<file path="src/hdl/irtx_pkg.sv">
// Shared types, constants and a helper function for the IR pulse-distance transmitter.
package irtx_pkg;

   // Timer and code geometry.
   localparam int TIMER_WIDTH  = 16;
   localparam int PREFIX_BITS  = 16;
   localparam int CODE_BITS    = 16;
   localparam int PRELOAD_BITS = 16;
   localparam int REG_BITS     = 16;
   localparam int COUNT_BITS   = 6;
   localparam logic [PRELOAD_BITS-1:0] TAIL_PRELOAD = 16'h0F00;
   localparam logic [COUNT_BITS-1:0] CODE_COUNT = COUNT_BITS'(CODE_BITS);
   localparam logic [COUNT_BITS-1:0] MAX_COUNT  = COUNT_BITS'(CODE_BITS + PREFIX_BITS);
   localparam logic [63:0] TIMER_TOP = (64'd1 << TIMER_WIDTH) - 64'd1;

   // Input function codes.
   localparam logic FUNC_START = 1'b0;
   localparam logic FUNC_TICK  = 1'b1;

   // Configuration register indexes.
   localparam int CSR_INDEX_BITS = 3;
   typedef enum logic [CSR_INDEX_BITS-1:0] {
      CSR_HEADER_FIRST  = 3'd0,
      CSR_HEADER_SECOND = 3'd1,
      CSR_ONE_FIRST     = 3'd2,
      CSR_ZERO_FIRST    = 3'd3,
      CSR_ONE_SECOND    = 3'd4,
      CSR_ZERO_SECOND   = 3'd5,
      CSR_PREFIX_CODE   = 3'd6
   } csr_index_type;

   // Transmit sequence phases.
   typedef enum logic [2:0] {
      PH_STOPPED = 3'd0,
      PH_ARMED   = 3'd1,
      PH_HDR_B   = 3'd2,
      PH_EDGE_A  = 3'd3,
      PH_EDGE_B  = 3'd4,
      PH_DONE    = 3'd5
   } phase_type;

   // Configuration register set.
   typedef struct packed {
      logic [REG_BITS-1:0] header_first_len;
      logic [REG_BITS-1:0] header_second_len;
      logic [REG_BITS-1:0] one_first_len;
      logic [REG_BITS-1:0] zero_first_len;
      logic [REG_BITS-1:0] one_second_len;
      logic [REG_BITS-1:0] zero_second_len;
      logic [REG_BITS-1:0] prefix_code;
   } config_type;

   // One result item plus its valid flag.
   typedef struct packed {
      logic                    valid;
      logic                    line_level;
      logic [PRELOAD_BITS-1:0] timer_preload;
      logic                    finished;
   } result_type;

   // Timer preload for a phase of the given length: timer maximum minus length.
   function automatic logic [PRELOAD_BITS-1:0] preload_for(input logic [REG_BITS-1:0] len);
      logic [63:0] diff;
      diff = TIMER_TOP - 64'(len);
      return diff[PRELOAD_BITS-1:0];
   endfunction

endpackage

</file>
<file path="src/hdl/irtx_seq.sv">
// Transmit sequencer: phase state machine and per-step line level and preload.
module irtx_seq
   import irtx_pkg::*;
(
   input  logic                  clock,
   input  logic                  reset,
   input  logic                  accept,
   input  logic                  func,
   input  logic [CODE_BITS-1:0]  code_word,
   input  logic [COUNT_BITS-1:0] bit_count,
   input  config_type            cfg,
   output result_type            result
);

   phase_type             phase_ff, phase_in;
   logic                  level_ff, level_in;
   logic [COUNT_BITS-1:0] bits_left_ff, bits_left_in;
   logic [CODE_BITS-1:0]  code_store_ff, code_store_in;
   logic                  current_bit_ff, current_bit_in;

   logic [COUNT_BITS-1:0] prefix_idx;
   logic [COUNT_BITS-1:0] code_idx;
   logic                  next_bit;
   logic                  header_first_on;

   assign header_first_on = (cfg.header_first_len != '0);

   // Pick the bit that the next edge pair carries, most significant first.
   assign prefix_idx = bits_left_ff - CODE_COUNT - COUNT_BITS'(1);
   assign code_idx   = bits_left_ff - COUNT_BITS'(1);
   always_comb begin
      if (bits_left_ff > CODE_COUNT) begin
         if (prefix_idx < COUNT_BITS'(REG_BITS)) begin
            next_bit = cfg.prefix_code[prefix_idx[3:0]];
         end else begin
            next_bit = 1'b0;
         end
      end else begin
         next_bit = code_store_ff[code_idx[3:0]];
      end
   end

   // Next phase.
   always_comb begin
      phase_in = phase_ff;
      if (accept) begin
         if (func == FUNC_START) begin
            phase_in = PH_ARMED;
         end else begin
            unique case (phase_ff)
               PH_ARMED:   phase_in = header_first_on ? PH_HDR_B : PH_EDGE_A;
               PH_HDR_B:   phase_in = PH_EDGE_A;
               PH_EDGE_A:  phase_in = (bits_left_ff == '0) ? PH_DONE : PH_EDGE_B;
               PH_EDGE_B:  phase_in = PH_EDGE_A;
               PH_DONE:    phase_in = PH_STOPPED;
               default:    phase_in = phase_ff;
            endcase
         end
      end
   end

   // Datapath state and the result of this step.
   always_comb begin
      level_in       = level_ff;
      bits_left_in   = bits_left_ff;
      code_store_in  = code_store_ff;
      current_bit_in = current_bit_ff;
      result         = '0;
      if (accept) begin
         if (func == FUNC_START) begin
            code_store_in  = code_word;
            bits_left_in   = (bit_count > MAX_COUNT) ? MAX_COUNT : bit_count;
            level_in       = 1'b0;
            current_bit_in = 1'b0;
         end else begin
            unique case (phase_ff) inside
               PH_ARMED, PH_HDR_B: begin
                  level_in      = ~level_ff;
                  result.valid  = 1'b1;
                  result.line_level = ~level_ff;
                  if (phase_ff == PH_ARMED && header_first_on) begin
                     result.timer_preload = preload_for(cfg.header_first_len);
                  end else begin
                     result.timer_preload = preload_for(cfg.header_second_len);
                  end
               end
               PH_EDGE_A: begin
                  result.valid = 1'b1;
                  if (bits_left_ff == '0) begin
                     // Tail: line low with the fixed preload.
                     level_in             = 1'b0;
                     result.line_level    = 1'b0;
                     result.timer_preload = TAIL_PRELOAD;
                  end else begin
                     level_in             = ~level_ff;
                     current_bit_in       = next_bit;
                     result.line_level    = ~level_ff;
                     result.timer_preload = preload_for(next_bit ? cfg.one_first_len
                                                                 : cfg.zero_first_len);
                  end
               end
               PH_EDGE_B: begin
                  level_in             = ~level_ff;
                  bits_left_in         = bits_left_ff - COUNT_BITS'(1);
                  result.valid         = 1'b1;
                  result.line_level    = ~level_ff;
                  result.timer_preload = preload_for(current_bit_ff ? cfg.one_second_len
                                                                    : cfg.zero_second_len);
               end
               PH_DONE: begin
                  level_in        = 1'b0;
                  result.valid    = 1'b1;
                  result.finished = 1'b1;
               end
               default: begin
                  result = '0;
               end
            endcase
         end
      end
   end

   // State registers.
   always_ff @(posedge clock) begin
      if (reset) begin
         phase_ff       <= PH_STOPPED;
         level_ff       <= 1'b0;
         bits_left_ff   <= '0;
         code_store_ff  <= '0;
         current_bit_ff <= 1'b0;
      end else begin
         phase_ff       <= phase_in;
         level_ff       <= level_in;
         bits_left_ff   <= bits_left_in;
         code_store_ff  <= code_store_in;
         current_bit_ff <= current_bit_in;
      end
   end

endmodule

</file>
<file path="config.mk">
export PLATFORM = sky130hd
export DESIGN_NAME = irtx_seq
export DESIGN_NICKNAME = d
export VERILOG_FILES = /design/src/hdl/irtx_pkg.sv /design/src/hdl/irtx_seq.sv
export SDC_FILE = /design/constraint.sdc
export NUM_CORES = 1
export LEC_CHECK = 0
export BUFFER_PORTS_ARGS = -buffer_cell sky130_fd_sc_hd__buf_2
export CAP_MARGIN = 10
export CORE_ASPECT_RATIO = 1.75
export CORE_UTILIZATION = 50
export CTS_BUF_LIST = sky130_fd_sc_hd__clkbuf_2 sky130_fd_sc_hd__clkbuf_4 sky130_fd_sc_hd__clkbuf_8
export CTS_CLUSTER_SIZE = 40
export DETAILED_ROUTE_END_ITERATION = 7
export MAX_ROUTING_LAYER = met4
export PLACE_DENSITY = 0.92
export SLEW_MARGIN = 10
export SYNTH_ARGS = -nofsm -noshare
export SYNTH_HDL_FRONTEND = slang
export SYNTH_SLANG_ARGS = --single-unit
</file>
<file path="constraint.sdc">
create_clock -name clock -period 6.2 [get_ports clock]
set_input_delay 1.24 -clock clock [delete_from_list [all_inputs] [get_ports clock]]
set_output_delay 1.24 -clock clock [all_outputs]
set_load 0.05 [all_outputs]
</file>
# Word-level counts from Yosys, hierarchy flattened
# Cells that the tools add are included.
[totals]
reg_bits = 27
latch_bits = 0
mem_bits_rw = 0
romBits = 0
inputBits = 138
output_inout_bits = 19
elab_cells = 69
n_memories = 0
[classes]
addsub = 7
multipliers = 0
div = 0
order_cmp = 5
eq_ne = 10
shift = 0
muxes = 28
n_bitwise = 2
n_reduce_logical = 12
[ops]
columns = ["cell", "n"]
rows = [
  ["subtractor 16 bit (first input constant)", 4],
  ["one-hot mux 17 bit (3 select lines)", 1],
  ["2-to-1 mux 16 bit", 3],
  ["2-to-1 mux 19 bit", 2],
  ["2-to-1 mux 6 bit", 3],
  ["2-to-1 mux 17 bit", 1],
  ["nonzero test 16 bit", 1],
  ["2-to-1 mux 1 bit", 13],
  ["one-hot mux 3 bit (4 select lines)", 1],
  ["subtractor 6 x 1 -> 6 bit (second input constant)", 2],
  ["< comparator 4 x 5 -> 1 bit (second input constant)", 2],
  ["binary-select mux 1 bit (select 4 bit)", 2],
  ["AND reduction 2 bit", 4],
  ["equality test 3 x 2 -> 1 bit (second input constant)", 2],
  ["equality test 3 bit (second input constant)", 2],
  ["greater-than comparator 6 x 5 -> 1 bit (second input constant)", 1],
  ["greater-than comparator 6 bit (second input constant)", 1],
  ["logical NOT 6 bit", 1],
  ["< comparator 6 x 5 -> 1 bit (second input constant)", 1],
  ["subtractor 6 x 5 -> 6 bit (second input constant)", 1],
  ["!= test 5 x 2 -> 1 bit (second input constant)", 1],
  ["OR reduction 5 bit", 1],
  ["!= test 2 x 1 -> 1 bit (second input constant)", 2],
  ["!= test 4 x 2 -> 1 bit (second input constant)", 1],
  ["9 further kinds", 11],
]

# Depth between registers and ports, before layout
[logic_depth]
ltp_word = 12
mapped_depth = 11
mapped_depth_nobuf = 8

# Worst setup path before layout
# No wires, ideal clock.
[synth_timing]
path_type = "in2out"
start = "in accept"
end = "out result[17] in the netlist's numbering"
arrival_ns = 4.168
required_time_ns = 4.960
slack_ns = 0.792
cell_stages = 3
path_cell_list = "clkbuf_1 > nand3_1 > a2111oi_0"
[synth_rtl]
columns = ["element", "line_no", "rtl"]
rows = [
  ["start, declared", "irtx_seq.sv:7", "input logic accept,"],
  ["end, declared", "irtx_seq.sv:12", "output result_type result"],
]

==> run summary <==
Die Ht: 100.2 microns
Worst Path Arrival: 4.18 ns
delay of the slowest critical-path stage: 0.76 ns
hpwl dp: 8.606 mm
DRT iter0 DRCs: 295
r2r endpoint: current_bit_ff
via/cell ratio: 5.991
port bufs: 156
critical path type: reg2out
Overflow after GRT: 0
FP Rows: 35
adder-cell area share of the yosys netlist: 0.9083%
r2r setup slk: 2.73 ns
total CTS buffers: 3
Crit-path slowest cell: dfxtp_1
clock root buffer: clkbuf_8
post-synthesis compound-gate area fraction: 27.61%
most common cell after layout, fill and taps aside: buf_2
share of cells above drive strength 1: 37.23%
ys flop type: dfxtp_1
Max Cap Violations: 0
Post-Synth XOR/XNOR Area: 1.862%
multiplexer share of the synthesized area: 11.44%
Syn. warnings: 0
worst slew pin tran: 1.040 ns
IO Count: 157
RSZ-0062 raised after global routing: false
Synth Area in Simple Gates: 32.11%
Peak VDD IR: 0.0002137 V
Sequential cell area: 540.5 sq um
worst hold endpoint: code_store_ff[0]
Final Setup Violations: 0
Hold Path Class: reg2reg
n_diodes: 0
Post-synth ARST share: 0%
largest net degree at the start of global routing: 28
EDFF count, synth: 0
die width: 58.12 microns
hold_sp: code_store_ff[0]
CTS tree: done
Slew HR: 30.52%
post-synthesis sequential area ratio: 19.62%
Placeable Area: 5299 sq um
first drt pass iteration count: 5
Yosys cell types: 59
fillcell total: 489
first-pass GRT wire length: 15.93 mm
R2R depth: 8
CP Launch Type: flop
vias in the first global route: 3436
critical path, cell by cell: inv_1 > ha_1 > nor2b_1 > a2111oi_0 > nor4_1 > a31oi_2 > and2_4 > o311ai_1 > buf_2
Buf/Inv on CP: 2
Finished Cell Area: 3535 sq um
post-cts sizing count: 0
Reg clk slew, reported paths: 0.09 ns
most frequent cells in the layout: buf_2 (156), nand2_1 (71), nor2_1 (36)
Vias: 3469
syn_area_per_cell: 7.367 sq um
clk_skew: 0.003226 ns
CTS Sinks: 27
Worst Path Required: 4.96 ns
wire length per cell: 18.21 microns
initial core utilization: 52.00%
Final Hold Violating Endpoints: 0
synthesized instance count: 374
Netlist Area Pre-Place: 2755 sq um
Reg-to-Reg Start: bits_left_ff[0]
syn_nets: 514
outcome: complete, no violations
htree depth: 1
Placer Congestion: 1.020
clk buf depth: 2
Post-DP Area: 3488 sq um
Final nets: 646
Leak: 1.479 nW
Fmax achieved: 184.4 MHz
hold path depth: 2
Final Max Slew Viols: 0
Critical Path Fanout Max: 18
multi-input logic area: 2037 sq um
Fin Hold WS: 0.4582 ns
Routed Antenna Nets: 0
hold_buf cts: 0
final period utilization: 87.48%
Post-Route WL: 10.54 mm
full die area: 5823 sq um
Area Overhead vs Synth: 28.29%
Tmin final: 5.424 ns
largest family of logic cells by synthesized area: simple AND/OR/NAND/NOR gates
crit end category: primary output
worst skew pair latency: 0.27 ns
Power Dens Cells: 148.8 nW/um^2
family with the most delay on the worst path: compound AO/OA/AOI/OAI gates
Fin Setup TNS: 0 ns
GRT Util Overall: 36.89%
setup repair bufs after CTS: 0
flops & latches, synth: 27
initial antenna violation count: 0
DRC Markers: 0
cell families (layout without fill, tap and decap cells):
kind of cell	after synthesis	in the layout
and+or+nand+nor	183	183
AOI/OAI and AO/OA	97	97
buffers and inverters	38	169
DFF	27	27
muxes	22	22
xor gates and xnor gates	5	5
adders and majority gates	2	2
worst max-delay path by stage:
stage | startpoint | to | slack (ns) | cells past startpoint
finish | bits_left_ff[0] | result[1] | 0.78 | 9
global route | bits_left_ff[0] | result[2] | 0.35 | 9
CTS | bits_left_ff[0] | result[2] | 0.75 | 9
floorplan | accept | result[17] | 0.79 | 3
detailed placement | bits_left_ff[0] | result[2] | 1.08 | 9
global placement | bits_left_ff[0] | result[1] | 1.16 | 9
state kept, by name (all words and copies together) (netlist names):
register / cells
bits_left_ff: 6
code_store_ff: 16
current_bit_ff: 1
level_ff: 1
phase_ff: 3
worst reg2reg max path: cells and delay by family (launching register included):
| family | cells | cell delay, ns |
|---|---|---|
| AO/OA/AOI/OAI | 4 | 1.41 |
| adder cells (fa/ha/maj) | 1 | 0.68 |
| buffers and inverters | 1 | 0.26 |
| AND/OR/NAND/NOR | 2 | 0.24 |
| flip-flops | 1 | 0.76 |
area by class of cell:
type / instances / area share (%)
clock buffers: 3 / 1.168
repair buffers: 157 / 22.30
flip-flops and latches: 27 / 15.29
inverters: 8 / 0.8496
well taps: 74 / 2.619
multi-input cells: 309 / 57.63
clock inverters: 1 / 0.1416
per-layer routing:
| layer | wire length, microns | part of all wire, % | vias up | global-route usage (%) |
|---|---|---|---|---|
| met5 | 0 | 0 | - | - |
| met4 | 739 | 7.0 | 0 | 23.44 |
| met3 | 922 | 8.7 | 52 | 5.670 |
| li1 | - | - | 1646 | - |
| met1 | 3421 | 32 | 1544 | 35.06 |
| met2 | 5461 | 52 | 227 | 66.84 |
report_power, final:
group	internal (mW)	switching (mW)	leakage, nW
Clock	0.0451	0.0554	0.0255
Combinational	0.0931	0.137	1.23
Sequential	0.182	0.0127	0.221
through the flow:
stage               setup WS (ns)  util [%]  total power, mW  std cells
CTS                        0.7536     66.71           0.5240        579
global route               0.3540     66.71           0.5555        579
detailed placement          1.079     65.83           0.4257        575
global placement            1.161     65.83           0.4217        575
finish                     0.7764     66.71           0.5258        579
floorplan                  0.7917         -           0.3568        374
cell usage after synthesis, types with 6 or more instances:
master	count	area share [%]
buf_2	6	1.1
dfxtp_1	27	20
o311ai_1	6	1.9
o311ai_2	6	3.5
mux2i_1	15	5.4
a31o_1	9	2.9
nor2b_1	6	1.4
a31oi_1	6	1.4
clkbuf_1	18	2.5
nand2_1	71	9.7
a21oi_1	26	4.7
a211oi_1	10	2.7
or3_1	27	6.1
nor4_1	7	1.6
nand3_1	16	2.9
inv_1	7	0.95
nor2_1	36	4.9
Power figures use the tool's default switching activity.
